**src/bbf_pkg.sv**
```systemverilog
// Shared types and constants for the bounding box fit block.
`default_nettype none
package bbf_pkg;

	// Point format: signed fixed point, COORD_BITS wide, FRAC_BITS fraction bits
	localparam int COORD_BITS = 32;
	localparam int FRAC_BITS  = 8;

	// Window size registers and the Q16.16 scale
	localparam int SIZE_W     = 14;
	localparam int SCALE_W    = 32;
	localparam int SCALE_FRAC = 16;

	// Window size shifted up to the ratio's fraction position
	localparam int FULL_W = SIZE_W + SCALE_FRAC + FRAC_BITS;

	// Signed product of a coordinate and the scale, and the offset sum
	localparam int PROD_W = COORD_BITS + SCALE_W + 2;
	localparam int ACC_W  = PROD_W + 1;

	// Configuration register indexes
	localparam int CFG_IDX_W = 1;
	localparam logic [CFG_IDX_W-1:0] CFG_WIDTH  = 1'd0;
	localparam logic [CFG_IDX_W-1:0] CFG_HEIGHT = 1'd1;

	localparam logic [SIZE_W-1:0] WIDTH_RST  = 14'd1920;
	localparam logic [SIZE_W-1:0] HEIGHT_RST = 14'd1080;

	typedef logic signed [COORD_BITS-1:0] coord_t;

	localparam coord_t COORD_MAX = coord_t'({1'b0, {(COORD_BITS-1){1'b1}}});
	localparam coord_t COORD_MIN = coord_t'({1'b1, {(COORD_BITS-1){1'b0}}});

	// Running extent of the current frame
	typedef struct packed {
		coord_t min_x;
		coord_t max_x;
		coord_t min_y;
		coord_t max_y;
	} box_t;

	// Divider status toward the sequencer
	typedef struct packed {
		logic done;
		logic over;
	} div_stat_t;

endpackage
`default_nettype wire

```
**src/bbf_box.sv**
```systemverilog
// Running minimum and maximum of the point stream.
`default_nettype none
module bbf_box (
	input  wire logic           clk,
	input  wire logic           arst_n,
	input  wire logic           upd,
	input  wire logic           clr,
	input  wire bbf_pkg::coord_t point_x,
	input  wire bbf_pkg::coord_t point_y,
	output bbf_pkg::box_t       box
);

	bbf_pkg::box_t box_q;

	// Fold a transferred point into the box, or clear it after a frame
	always_ff @(posedge clk or negedge arst_n) begin
		if (!arst_n) begin
			box_q.min_x <= bbf_pkg::COORD_MAX;
			box_q.min_y <= bbf_pkg::COORD_MAX;
			box_q.max_x <= bbf_pkg::COORD_MIN;
			box_q.max_y <= bbf_pkg::COORD_MIN;
		end else if (clr) begin
			box_q.min_x <= bbf_pkg::COORD_MAX;
			box_q.min_y <= bbf_pkg::COORD_MAX;
			box_q.max_x <= bbf_pkg::COORD_MIN;
			box_q.max_y <= bbf_pkg::COORD_MIN;
		end else if (upd) begin
			if (point_x < box_q.min_x) box_q.min_x <= point_x;
			if (point_x > box_q.max_x) box_q.max_x <= point_x;
			if (point_y < box_q.min_y) box_q.min_y <= point_y;
			if (point_y > box_q.max_y) box_q.max_y <= point_y;
		end
	end

	assign box = box_q;

endmodule
`default_nettype wire

```
**config.mk**
```make
export PLATFORM = sky130hd
export DESIGN_NAME = bbf_box
export DESIGN_NICKNAME = d
export VERILOG_FILES = /design/src/bbf_pkg.sv /design/src/bbf_box.sv
export SDC_FILE = /design/constraint.sdc
export NUM_CORES = 1
export LEC_CHECK = 0
export ABC_AREA = 1
export BUFFER_PORTS_ARGS = -buffer_cell sky130_fd_sc_hd__buf_2
export CAP_MARGIN = 20
export CORE_ASPECT_RATIO = 1.1
export CORE_MARGIN = 10
export CORE_UTILIZATION = 50
export CTS_BUF_LIST = sky130_fd_sc_hd__clkbuf_4 sky130_fd_sc_hd__clkbuf_8
export CTS_CLUSTER_DIAMETER = 150
export DETAILED_ROUTE_END_ITERATION = 10
export GPL_ROUTABILITY_DRIVEN = 0
export GPL_TIMING_DRIVEN = 0
export PLACE_DENSITY = 0.78
export RECOVER_POWER = 100
export SYNTH_ARGS = -nofsm -noshare
export SYNTH_HDL_FRONTEND = slang
export SYNTH_SLANG_ARGS = --single-unit
export TNS_END_PERCENT = 100
```
**constraint.sdc**
```tcl
create_clock -name clk -period 2.39 [get_ports clk]
set_input_delay 0.1195 -clock clk [delete_from_list [all_inputs] [get_ports clk]]
set_output_delay 0.1195 -clock clk [all_outputs]
set_load 0.005 [all_outputs]
```
==> qor.csv, run 1 <==
metric;value;unit
largest_register_ffs;128;
final_util;0.723;
insertion_delay;470;ps
start_util;0.513;
cts.clk_slew.worst_paths;80;ps
synth.top_cell.area_share;0.183;
htreeDepth;4;
route.detailed.drc;0;
setup_ws;-172;ps
cts_tree;built;
drv_cap;1;
max-vdd-ir-drop;373;uV
grt_pass1_vias;9514;
p_leak;6.63;nW
ys_types;29;
syn_nets;1391;
setup_tns;-6860;ps
synth.top_cells.by_area;dfstp_2 18%, dfrtp_1 17%, ha_1 17%;
coreArea;17900;um^2
crit_path_end_kind;flip-flop;
start_kind;flip-flop;
antenna_found_initial;2;
dp_hpwl;21600;um
drt-initial-drc-count;832;
startpoint;box[31];
wirelength;33800;um
io_buffer_count;194;
max_slew.worst_pin.slew;1690;ps
r2r-start;box[31];
fmax;390;MHz
ios;196;
synth_warnings;0;
synth_area;9170;um^2
relSlewSlack;-0.127;
powerDensity;713;nW/um^2
fin_hold_ws;32.0;ps
drt_pass1_iterations;7;
slew_violations;63;
root_buffer;clkbuf_8;
grt_max_degree;68;
clkSinkCount;128;
grt_usage;0.252;
hold_violations;0;
grt_pass1_wl;49500;um
post-place-ws;-384;ps
min_period;2560;ps
num_vias;10100;
arrival;2970;ps
min_period_over_period;1.07;
critical_path_class;flip-flop to flip-flop;
violations;max-capacitance violations, max-slew violations, negative setup slack;
post_drt_wl_per_cell;19.1;um
synth_cells;1197;
status;finished with violations;
finalNetCount;1709;
clockBufferDepth;2;
finalPower;0.00922;W
ant_nets;0;
synth_top_cell_by_area;dfstp_2;
synth-seq-cells;128;
min_from;point_x[31];
cts_buffers;17;
dieHeight;162;um
drive_gt1_frac;0.319;
cp.required;2800;ps
syn_avg_cell_area;7.66;um^2
fp.dieW;149;um
critical_path.max_fanout;5;
hold_class;input pin to flip-flop;
vias_per_cell;5.70;
die-area;24200;um^2
area.growth.synth_to_final;40.9;%
finClkSkew;16.5;ps
rsz0062_at_grt;true;
setup_viol;62;
rows;51;
gr-total-overflow;0;
synth_seq_area_share;0.358;
critical path: stages, from the launching register on:
cell      delay, ps
dfstp_2         570
inv_2            50
ha_4            290
nand2_4          60
nor2_4          140
nand2_4          80
nor4_4          330
nand2_2         160
nand3b_1        170
nand2_4         110
nand2_8         110
buf_12          140
buf_8           130
nand3_2          60
nand2_1         110
Yosys cell counts:
master / number
nand2_1: 289
nand2_2: 2
o21bai_1: 3
dfstp_2: 64
nand4_1: 37
buf_2: 13
o21ai_0: 16
nand3_4: 1
nand3_2: 2
ha_1: 126
nor3_1: 7
nand3_1: 206
nor4_1: 1
buf_1: 1
nor2_1: 35
o21a_1: 5
nor2_4: 1
clkbuf_1: 32
a21oi_1: 59
nand3b_1: 1
inv_1: 155
and3_1: 1
nor4_2: 2
or2_2: 60
buf_4: 9
a31oi_1: 1
buf_6: 3
dfrtp_1: 64
clkinv_1: 1
cell usage in the layout (no fill, tap or decap), types with 5 or more instances in the layout:
cell and instances:
dfstp_1 30, nor2_4 5, clkbuf_1 85, o21ai_1 5
nand2_1 248, o21ai_0 11, clkbuf_8 21, nand3_1 140
o21a_1 5, a21oi_1 47, buf_4 19, dfrtp_1 64
a21oi_2 11, buf_6 20, inv_1 151, nand3_4 6
ha_4 11, nand3_2 63, ha_1 115, nand2_2 37
dlygate4sd3_1 64, dfstp_2 34, nand2_4 5, nor2_1 28
buf_2 138, buf_8 11, nand4_1 37, clkbuf_4 12
or2_2 60
timing repair:
item	CTS	global route
pin swaps	30	107
hold buffers	64	0
endpoints found under the hold margin	96	0
gates cloned	6	7
setup buffers	14	14
endpoints found under the setup margin	63	125
resized for setup	67	175
path summary, 6_finish.rpt:
kind	to	slack [ps]	cells past startpoint
min in group asynchronous	box[82]	620	2
hold reg to reg	box[100]	490	2
hold / removal	box[95]	30	5
setup / recovery	box[24]	-170	14
setup reg to reg	box[24]	-170	14
max in group asynchronous	box[66]	420	3
metal layers:
metal,up-vias,track usage,routed length [um]
met1,4808,0.303,12600
li1,4572,-,-
met3,138,0.0714,3410
met2,550,0.416,16300
met5,-,0,13
met4,2,0.0991,1500
report_power, final:
group          switching [W]  internal (W)
Clock               0.000897       0.00121
Combinational        0.00228       0.00179
Sequential          0.000359       0.00268
Total                0.00354       0.00568
kinds of logic after synthesis:
logic type / count (synthesis) / share of synthesized area
adders and majority gates: 126 / 0.172
AOI/OAI and AO/OA: 84 / 0.0482
and+or+nand+nor: 645 / 0.327
buffers and inverters: 214 / 0.0955
DFF: 128 / 0.358
final cells by class:
type / count / area, um^2
fillers: 1307 / 4940
flip-flops and latches: 128 / 3280
diodes: 1 / 2.50
clock buffers: 27 / 334
multi-input cells: 855 / 5820
inverters: 156 / 586
repair buffers: 300 / 2080
plain buffers: 57 / 427
well taps: 238 / 298
clock inverters: 5 / 100
per-stage QoR:
stage	instance area, um^2	instances
floorplan	9170	1197
global placement	10400	1629
detailed placement	10500	1630
CTS	12100	1745
global route	12900	1767
finish	12900	1767
Power figures use the tool's default switching activity.
==> run 2, diff against run 1 <==
--- a/config.mk
+++ b/config.mk
@@ -11,7 +11,7 @@
 export CORE_ASPECT_RATIO = 1.1
 export CORE_MARGIN = 10
 export CORE_UTILIZATION = 50
-export CTS_BUF_LIST = sky130_fd_sc_hd__clkbuf_4 sky130_fd_sc_hd__clkbuf_8
+export CTS_BUF_LIST = sky130_fd_sc_hd__clkbuf_16
 export CTS_CLUSTER_DIAMETER = 150
 export DETAILED_ROUTE_END_ITERATION = 10
 export GPL_ROUTABILITY_DRIVEN = 0
==> qor.csv, run 2 (synthesis results as in run 1) <==
metric;value;unit;change
path_cells;inv_2, ha_4, nand2_4, nor2_4, nand2_4, nor4_4, buf_4, a31oi_2, clkbuf_2, nand4_1, nand2_2;;was inv_2, ha_4, nand2_4, nor2_4, nand2_4, nor4_4, nand2_2, nand3b_1, nand2_4, nand2_8, buf_12, buf_8, nand3_2, nand2_1
drt_pass1_iterations;5;;was 7
route.detailed.drc;0;;unchanged
setup_tns;-4100;ps;was -6860 ps
hold_path_end;box[10];;was box[95]
io_buffer_count;194;;unchanged
post_drt_wl_per_cell;19.7;um;was 19.1 um
critical_path.max_fanout;10;;was 5
cts_tree;built;;unchanged
coreArea;17900;um^2;unchanged
cts_buffers;17;;unchanged
finalPower;0.00982;W;was 0.00922 W
fmax;397;MHz;was 390 MHz
grt_max_degree;68;;unchanged
r2r-start;box[31];;unchanged
r2r_cells;11;;was 14
powerDensity;746;nW/um^2;was 713 nW/um^2
cp.buffers_inverters;3;;unchanged
htreeDepth;4;;unchanged
hold_depth;3;;was 5
finClkSkew;13.7;ps;was 16.5 ps
grt_usage;0.251;;was 0.252
final_cell_mix;222 x nand2_1, 157 x buf_2, 155 x inv_1;;was 248 x nand2_1, 151 x inv_1, 140 x nand3_1
critical_path_class;flip-flop to flip-flop;;unchanged
cpMostUsedCell;nand2_4;;unchanged
ios;196;;unchanged
p_leak;6.85;nW;was 6.63 nW
rsz0062_at_grt;true;;unchanged
wirelength;34900;um;was 33800 um
grt_pass1_vias;9504;;was 9514
crit_path_end_kind;flip-flop;;unchanged
drive_gt1_frac;0.358;;was 0.319
area.growth.synth_to_final;43.6;%;was 40.9%
vias_per_cell;5.77;;was 5.70
largest_register_ffs;128;;unchanged
min_period;2520;ps;was 2560 ps
start_kind;flip-flop;;unchanged
grt_pass1_wl;49100;um;was 49500 um
ant_nets;0;;unchanged
slowest_stage;dfstp_2;;unchanged
arrival;2840;ps;was 2970 ps
critical_path.top_delay_family;simple AND/OR/NAND/NOR gates;;unchanged
max-vdd-ir-drop;562;uV;was 373 uV
min_period_over_period;1.05;;was 1.07
setup_ws;-130;ps;was -172 ps
die-area;24200;um^2;unchanged
num_vias;10200;;was 10100
cpPeakStageDelay;560;ps;was 570 ps
slew_violations;62;;was 63
rr_endpoint;box[20];;was box[24]
root_buffer;clkbuf_16;;was clkbuf_8
clockBufferDepth;2;;unchanged
drt-initial-drc-count;873;;was 832
start_util;0.513;;unchanged
cp.required;2710;ps;was 2800 ps
antenna_cells;0;;was 1
violations;max-capacitance violations, max-slew violations, negative setup slack;;unchanged
antenna_found_initial;0;;was 2
rows;51;;unchanged
clkSinkCount;128;;unchanged
finalNetCount;1710;;was 1709
final_util;0.737;;was 0.723
min_from;point_y[10];;was point_x[31]
final_common_cell;nand2_1;;unchanged
hold_class;input pin to flip-flop;;unchanged
fp.dieW;149;um;unchanged
dp_hpwl;21600;um;unchanged
relSlewSlack;-0.140;;was -0.127
dieHeight;162;um;unchanged
insertion_delay;440;ps;was 470 ps
drv_cap;1;;unchanged
cts.clk_slew.worst_paths;60;ps;was 80 ps
max_slew.worst_pin.slew;1710;ps;was 1690 ps
gr-total-overflow;0;;unchanged
setup_viol;63;;was 62
hold_violations;0;;unchanged
status;finished with violations;;unchanged
r2r_slack;-130;ps;was -170 ps
## run 2: changes by cell type in the layout (fill, tap and decap cells not counted), moves of 19 or more
cell	change
nand2_2	+22
nand2_1	-26
dfstp_1	-30
dfstp_2	+30
buf_2	+19
clkbuf_8	-21
clkbuf_16	+20
## run 2: through the flow
stage / hold slack (ps) / instance area, um^2 / setup slack [ps] / instances
6_report: 27.7 / 13200 / -130 / 1767
2_1_floorplan: -176 / 9170 / 329 / 1197
3_3_place_gp: 359 / 10400 / -601 / 1629
4_1_cts: 2.94 / 12100 / -29.3 / 1740
5_1_grt: 20.9 / 13200 / -200 / 1767
3_5_place_dp: 148 / 10500 / -384 / 1630
## run 2: tightest hold or removal path, cell delays in order
cell and delay [ps]:
buf_2 140, nand4_1 100, nand2_1 50
## run 2: per-layer routing
| layer | part of all wire | vias to the layer above | track usage |
|---|---|---|---|
| li1 | - | 4578 | - |
| met4 | 0.044 | 0 | 0.112 |
| met5 | 0 | - | 0 |
| met2 | 0.48 | 605 | 0.411 |
| met1 | 0.37 | 4881 | 0.303 |
| met3 | 0.10 | 139 | 0.0667 |
## run 2: power by group
| group | internal [W] | switching, W |
|---|---|---|
| sequential | 0.00272 | 0.000359 |
| clock | 0.00159 | 0.000978 |
| combinational | 0.00182 | 0.00235 |
| total | 0.00614 | 0.00368 |
## run 2: what timing repair did
item	4_1_cts	5_1_grt
buffers inserted	11	18
pin swaps	23	70
endpoints found under the setup margin	63	123
resized for setup	89	183
gates cloned	6	9
hold buffers	61	0
endpoints found under the hold margin	93	0
## run 2: how the worst max path moves through the flow
stage               slack [ps]    start  cells after the start      end
finish                    -130  box[31]                     11  box[20]
global route              -200  box[59]                     13  box[55]
CTS                        -30  box[31]                     14  box[20]
detailed placement        -380  box[31]                     14   box[0]
global placement          -600   arst_n                      1  box[23]
floorplan                  330  box[95]                     13  box[65]
## run 2: area by class of cell
type,count,area (um^2)
timing repair buffer,300,2080
buffer,58,447
fill,1257,4700
tap,238,298
sequential,128,3280
clock inverter,15,138
clock buffer,17,425
multi-input combinational,855,5910
inverter,156,586
