===== src/bbf_pkg.sv =====
// Shared types and constants for the bounding box fit block.
`default_nettype none
package bbf_pkg;

	// Point format: signed fixed point, COORD_BITS wide, FRAC_BITS fraction bits
	localparam int COORD_BITS = 32;
	localparam int FRAC_BITS  = 8;

	// Window size registers and the Q16.16 scale
	localparam int SIZE_W     = 14;
	localparam int SCALE_W    = 32;
	localparam int SCALE_FRAC = 16;

	// Window size shifted up to the ratio's fraction position
	localparam int FULL_W = SIZE_W + SCALE_FRAC + FRAC_BITS;

	// Signed product of a coordinate and the scale, and the offset sum
	localparam int PROD_W = COORD_BITS + SCALE_W + 2;
	localparam int ACC_W  = PROD_W + 1;

	// Configuration register indexes
	localparam int CFG_IDX_W = 1;
	localparam logic [CFG_IDX_W-1:0] CFG_WIDTH  = 1'd0;
	localparam logic [CFG_IDX_W-1:0] CFG_HEIGHT = 1'd1;

	localparam logic [SIZE_W-1:0] WIDTH_RST  = 14'd1920;
	localparam logic [SIZE_W-1:0] HEIGHT_RST = 14'd1080;

	typedef logic signed [COORD_BITS-1:0] coord_t;

	localparam coord_t COORD_MAX = coord_t'({1'b0, {(COORD_BITS-1){1'b1}}});
	localparam coord_t COORD_MIN = coord_t'({1'b1, {(COORD_BITS-1){1'b0}}});

	// Running extent of the current frame
	typedef struct packed {
		coord_t min_x;
		coord_t max_x;
		coord_t min_y;
		coord_t max_y;
	} box_t;

	// Divider status toward the sequencer
	typedef struct packed {
		logic done;
		logic over;
	} div_stat_t;

endpackage
`default_nettype wire


===== src/bbf_div.sv =====
// Restoring divider, one quotient bit per cycle, for the fit ratios.
`default_nettype none
module bbf_div (
	input  wire logic                                clk,
	input  wire logic                                arst_n,
	input  wire logic                                start,
	input  wire logic [bbf_pkg::FULL_W-1:0]          dividend,
	input  wire logic [bbf_pkg::COORD_BITS-1:0]      divisor,
	output logic      [bbf_pkg::SCALE_W-1:0]         quot,
	output bbf_pkg::div_stat_t                       stat
);

	localparam int DVD_W = bbf_pkg::FULL_W;
	localparam int DVS_W = bbf_pkg::COORD_BITS;
	localparam int CNT_W = $clog2(DVD_W + 1);

	logic             busy_q;
	logic             done_q;
	logic [CNT_W-1:0] cnt_q;
	logic [DVS_W-1:0] rem_q;
	logic [DVS_W-1:0] dvs_q;
	logic [DVD_W-1:0] dvd_q;

	logic [DVS_W:0]   rem_sh;
	logic [DVS_W:0]   rem_dif;
	logic             ge;
	logic [DVS_W-1:0] rem_nx;

	// One trial subtract per step; a zero divisor yields all ones
	always_comb begin
		rem_sh  = {rem_q, dvd_q[DVD_W-1]};
		rem_dif = rem_sh - {1'b0, dvs_q};
		ge      = (rem_sh >= {1'b0, dvs_q});
		rem_nx  = ge ? rem_dif[DVS_W-1:0] : rem_sh[DVS_W-1:0];
	end

	// Step counter and completion strobe
	always_ff @(posedge clk or negedge arst_n) begin
		if (!arst_n) begin
			busy_q <= 1'b0;
			done_q <= 1'b0;
			cnt_q  <= '0;
		end else begin
			done_q <= 1'b0;
			if (start) begin
				busy_q <= 1'b1;
				cnt_q  <= CNT_W'(DVD_W);
			end else if (busy_q) begin
				cnt_q <= cnt_q - 1'b1;
				if (cnt_q == CNT_W'(1)) begin
					busy_q <= 1'b0;
					done_q <= 1'b1;
				end
			end
		end
	end

	// Load operands, then shift quotient bits in behind the dividend
	always_ff @(posedge clk) begin
		if (start) begin
			rem_q <= '0;
			dvs_q <= divisor;
			dvd_q <= dividend;
		end else if (busy_q) begin
			rem_q <= rem_nx;
			dvd_q <= {dvd_q[DVD_W-2:0], ge};
		end
	end

	assign quot      = dvd_q[bbf_pkg::SCALE_W-1:0];
	assign stat.done = done_q;
	assign stat.over = |dvd_q[DVD_W-1:bbf_pkg::SCALE_W];

endmodule
`default_nettype wire


===== config.mk =====
export PLATFORM = sky130hd
export DESIGN_NAME = bbf_div
export DESIGN_NICKNAME = d
export VERILOG_FILES = /design/src/bbf_pkg.sv /design/src/bbf_div.sv
export SDC_FILE = /design/constraint.sdc
export NUM_CORES = 1
export LEC_CHECK = 0
export CORE_MARGIN = 8
export CORE_UTILIZATION = 50
export DETAILED_ROUTE_END_ITERATION = 10
export DONT_BUFFER_PORTS = 1
export MAX_ROUTING_LAYER = met4
export PLACE_DENSITY_LB_ADDON = 0.08
export SLEW_MARGIN = 20
export SYNTH_ARGS = -nofsm -noshare
export SYNTH_HDL_FRONTEND = slang
export SYNTH_SLANG_ARGS = --single-unit

===== constraint.sdc =====
create_clock -name clk -period 2.8 [get_ports clk]
set_input_delay 0.7 -clock clk [delete_from_list [all_inputs] [get_ports clk]]
set_output_delay 0.7 -clock clk [all_outputs]
set_load 0.02 [all_outputs]

==> metrics.txt, run 1 <==
outcome complete, no violations; setup TNS 0 ns; Compound-Gate Fraction of Synth Area 15.5%; Critical path origin dvs_q[1]; Synth Area in Simple Gates 11.2%; Hold Fails Final Rpt 0; I/O pin count 107; Max VDD drop 0.582 mV; dpl cell area 6580 um^2; commonest cells in the netlist 70 x edfxtp_1, 52 x nor2_1, 47 x nand2_1; CTS tree done; fin crit period 2.70 ns; R2R setup slack 0.1 ns; fmax 370 MHz; # setup viols final 0; # diodes 0; WL per Instance 17.1 um; final period utilization 96.5%; Max Cap Violations 0; Setup CP Type register to register; Cell variety after synth 55; worst r2r src dvs_q[1]; r2r worst-path depth 11; synth warn 0; fin. max-slew vios 0; synthesized area 6480 um^2; DR vias/cell 5.63; Starting Density 51.4%; main area contributors after synthesis edfxtp_1 32%, dfxtp_1 9.9%, ha_1 6.6%; Detail Placement HPWL 9970 um; most frequent cell after synthesis edfxtp_1; Most used DFF post-synth edfxtp_1; grt met3 use 4.37%; Worst setup SP type register; Post-route DRC 0; vias in the first global route 4594; Worst Hold Class input port to asynchronous set/reset pin; clk slew on worst S/H paths 0.08 ns; post-synth top area cell edfxtp_1; Global Route met2 Usage 28.1%; Synth Area in Adders 6.87%; Final #Nets 740; worst r2r dst rem_q[21]; Synth top area share 32.4%; Leakage 2.95 nW; # rows 41; arrival time worst endpoint 2.98 ns; grt met1 use 20.1%; mux cell area share after synthesis 8.43%; sequential area share after synthesis 45.4%; largest net degree at the start of global routing 104; final wirelength 13800 um; Mean Syn Cell Area 10.2 um^2; largest stage delay on the critical path 0.40 ns; post-synthesis cell count 636; Setup Skew 0.00995 ns; Vert. Die Dim 130 um; CP max-delay cell edfxtp_1; crit-path max FO 3; initial antenna violation count 0; final RePlAce weighted congestion 0.902; Max clock buf depth 2; DIE AREA 16900 um^2; Final Util 56.8%; Area Growth Syn to Fin 10.5%; PwrDens 523 nW/um^2; Root Buffer clkbuf_16; Routed Antenna Nets 0; Pwr Total 3.74 mW; Synth Area in XOR/XNOR 4.32%; EDFF count, synth 70; Slew @ Worst Pin 0.622 ns; GRT Residual Overflow 0; post-layout instance area 7160 um^2; first-pass GRT wire length 22300 um; Clock Sinks 110; later-pin clock latency in the skew report 0.36 ns; vias 4555; First-pass DRT Iterations 5; H-tree depth 3; share of layout cells above drive strength 1 19.2%; Post-Syn Nets 744; cts bufs inserted 9; crit path cell chain inv_1 > ha_1 > nor2b_4 > o31a_1 > o31ai_4 > a21oi_2 > o211ai_1 > a21oi_1 > o21ai_1 > or3b_1 > a311oi_1; busiest grt layer met2; Iter 0 DRT Violations 310; slew margin rel. 58.5%; core box area 12600 um^2; Crit. End Element register; largest family of logic cells by synthesized area compound AO/OA/AOI/OAI gates; Die W 130 um; unrepaired setup endpoints after global routing yes; Synth async-reset ratio 7.27%; Worst EP required 3.08 ns; Seq cells post-synth 110; GRT Util Overall 17.2%; Port Buf Inserts 0
==> repair_timing <==
item                                    CTS  global route
endpoints found under the hold margin     0             0
buffers inserted                          9             3
pin swaps                                 8            15
resized for setup                         8            29
gates cloned                              0             1
hold buffers                              0             0
endpoints found under the setup margin   29            31
==> metal layers <==
metal / up-vias / part of all wire (%)
met2: 114 / 48
met3: 14 / 6.8
met1: 2159 / 44
li1: 2268 / -
met5: - / 0
met4: 0 / 1.8
==> power by group <==
part / switching [mW] / internal, mW
combinational: 0.179 / 0.189
clock: 0.613 / 0.804
sequential: 0.115 / 1.84
==> critical path, delay by kind of cell (launching register included) <==
| family | cells | cell delay (ns) |
|---|---|---|
| and+or+nand+nor | 2 | 0.50 |
| adders and majority gates | 1 | 0.23 |
| DFF | 1 | 0.40 |
| AOI/OAI and AO/OA | 7 | 1.43 |
| buffers and inverters | 1 | 0.07 |
==> logic make-up (layout without fill, tap and decap cells) <==
| family | Yosys count | count (layout) |
|---|---|---|
| AND/OR/NAND/NOR | 158 | 158 |
| AO/OA/AOI/OAI | 147 | 147 |
| flip-flops | 110 | 110 |
| buffers and inverters | 104 | 105 |
| multiplexers | 50 | 50 |
| adder cells (fa/ha/maj) | 35 | 35 |
| XOR/XNOR | 32 | 32 |
==> per-stage QoR <==
step | hold slack [ns] | setup WS [ns] | cells
6_report | 0.0280 | 0.0971 | 809
5_1_grt | 0.00570 | -0.0905 | 809
4_1_cts | 0.0102 | 0.00874 | 805
3_5_place_dp | 0.405 | -0.144 | 780
3_3_place_gp | 0.405 | -0.0329 | 780
2_1_floorplan | 0.404 | 0.110 | 636
==> sequential cells by signal, summed over array words and instances (netlist names) <==
signal  flops
busy_q      1
cnt_q       6
done_q      1
dvd_q      38
dvs_q      32
rem_q      32
==> cell usage in the layout (no fill, tap or decap), drive strengths merged, types with 19 or more instances in the layout <==
cell and instances:
o21ai 23, nor2 52, edfxtp 70, a21oi 39, nand2 47, a21o 19
dfxtp 32, inv 44, mux2 37, buf 48, ha 34
==> final cells by class <==
| class | count | area [um^2] |
|---|---|---|
| Inverter | 41 | 154 |
| Fill cell | 1135 | 5460 |
| Sequential cell | 110 | 2940 |
| Clock buffer | 10 | 229 |
| Multi-Input combinational cell | 422 | 3130 |
| Timing Repair Buffer | 48 | 387 |
| Clock inverter | 6 | 101 |
| Tap cell | 172 | 215 |
==> worst max-delay path by stage <==
stage / endpoint / slack, ns / depth (start not counted)
2_1_floorplan: rem_q[21] / 0.11 / 12
3_3_place_gp: rem_q[1] / -0.03 / 13
3_5_place_dp: rem_q[18] / -0.14 / 13
4_1_cts: rem_q[21] / 0.009 / 11
5_1_grt: rem_q[10] / -0.09 / 13
6_report: rem_q[21] / 0.1 / 11
(Power assumes the default switching activity.)
==> inputs of run 2 (changes only) <==
- GPL_TIMING_DRIVEN: not set -> 0
==> metrics.txt, run 2 (synthesis results as in run 1) <==
outcome finished, violations left; failing checks negative setup slack; final wirelength 15700 um; PwrDens 484 nW/um^2; Crit path depth 13; DIE AREA 16900 um^2; fmax 346 MHz; largest stage delay on the critical path 0.37 ns; unrepaired setup endpoints after global routing yes; GRT Util Overall 19.2%; # diodes 0; Die W 130 um; Pwr Total 3.66 mW; H-tree depth 3; Worst Hold Class input port to asynchronous set/reset pin; first-pass GRT wire length 24600 um; Post-Layout Cell Count 853; post-route setup slack -0.0913 ns; Iter 0 DRT Violations 339; Leakage 3.11 nW; arrival time worst endpoint 3.16 ns; Detail Placement HPWL 11300 um; GRT Residual Overflow 0; final RePlAce weighted congestion 0.921; slew margin rel. 52.3%; First-pass DRT Iterations 5; post-layout instance area 7540 um^2; crit-path max FO 6; Routed Antenna Nets 0; Vert. Die Dim 130 um; commonest non-fill, non-tap cell in the layout edfxtp_1; DR vias/cell 5.65; vias 4823; Worst setup SP type register; vias in the first global route 4853; Final Util 59.8%; max reg flops 38; Area Growth Syn to Fin 16.4%; CTS tree done; fin crit period 2.89 ns; initial antenna violation count 0; R2R setup slack -0.09 ns; final period utilization 103%; CTS Hold Buffers Added 0; Max clock buf depth 2; crit path cell chain inv_1 > ha_1 > buf_6 > nand4_1 > nor2_2 > o31ai_4 > a21oi_2 > o21ai_1 > o311a_1 > or2_1 > buf_6 > or3b_4 > a311oi_2; I/O pin count 107; Placement Setup Slack -0.310 ns; Crit. End Element register; cts bufs inserted 9; Biggest register dvd_q; Top delay family on crit path compound AO/OA/AOI/OAI gates; # rows 41; share of layout cells above drive strength 1 25.1%; Hold Fails Final Rpt 0; Worst EP required 3.07 ns; CP max-delay cell or3b_4; Final #Nets 784; # setup viols final 10; number of fill cells 1110; placed insts 809; largest net degree at the start of global routing 34; Slew @ Worst Pin 0.715 ns; most frequent cells in the layout 70 x edfxtp_1, 61 x buf_4, 48 x nor2_1, 46 x nand2_1, 39 x inv_1; WL per Instance 18.5 um; core box area 12600 um^2; Setup CP Type register to register; most frequent cell on the critical path buf_6; clk slew on worst S/H paths 0.08 ns; Largest regs dvd_q x38, dvs_q x32, rem_q x32; fin. max-slew vios 0; Root Buffer clkbuf_16; later-pin clock latency in the skew report 0.36 ns; dpl cell area 6730 um^2; Max VDD drop 0.237 mV; Post-route DRC 0; Starting Density 51.4%; Port Buf Inserts 0; r2r worst-path depth 13; Max Cap Violations 0; Clock Sinks 110; Setup Skew 0.00487 ns; worst path buffer plus inverter count 3
## run 2: cell types whose count changed in the layout (fill, tap and decap cells not counted), moves of 3 or more
cell,change
clkbuf_1,+17
buf_6,-3
a311oi_1,-5
a311oi_2,+5
buf_2,+3
ha_1,-3
inv_6,+4
buf_4,+20
## run 2: routing by layer
layer	GRT usage [%]	wire length, um
met1	22.7	6780
met2	31.5	7460
met3	3.84	1040
met4	8.27	465
met5	-	0
## run 2: what timing repair did
| item | 4_1_cts | 5_1_grt |
|---|---|---|
| setup buffers | 12 | 15 |
| endpoints found under the hold margin | 0 | 0 |
| pin swaps | 12 | 18 |
| endpoints found under the setup margin | 32 | 33 |
| cloned | 0 | 3 |
| gates resized for setup | 24 | 43 |
## run 2: worst reg2reg max path, stage by stage, from the launching register on
cell and delay (ns):
edfxtp_1 0.32, inv_1 0.04, ha_1 0.28, buf_6 0.11
nand4_1 0.13, nor2_2 0.15, o31ai_4 0.11, a21oi_2 0.21
o21ai_1 0.11, o311a_1 0.33, or2_1 0.24, buf_6 0.14
or3b_4 0.37, a311oi_2 0.25
## run 2: area by class of cell
cell class	instances	area (um^2)	area share, %
Tap cell	172	215	2.85
Multi-Input combinational cell	422	3230	42.8
Timing Repair Buffer	31	292	3.86
Clock buffer	9	225	2.99
Sequential cell	110	2940	39.0
Buffer	61	422	5.59
Inverter	41	154	2.04
Clock inverter	7	61.3	0.813
## run 2: power by group
| part | internal [mW] | leakage, nW | switching [mW] |
|---|---|---|---|
| Clock | 0.623 | 0.135 | 0.629 |
| Combinational | 0.235 | 1.90 | 0.278 |
| Sequential | 1.84 | 1.07 | 0.0503 |
## run 2: path summary, 6_finish.rpt
path	startpoint	to
hold reg to reg	rem_q[22]	rem_q[23]
setup / recovery	dvs_q[8]	rem_q[21]
max in group asynchronous	arst_n	cnt_q[0]
min in group clk	divisor[29]	dvs_q[29]
hold / removal	arst_n	cnt_q[4]
setup reg to reg	dvs_q[8]	rem_q[21]
## run 2: metrics by stage
stage	hold slack (ns)	TNS, ns
2_1_floorplan	0.404	0
3_3_place_gp	0.405	-17.04
3_5_place_dp	0.405	-3.82
4_1_cts	0.0143	-0.0787
5_1_grt	0.00791	-3.09
6_report	0.0287	-0.221
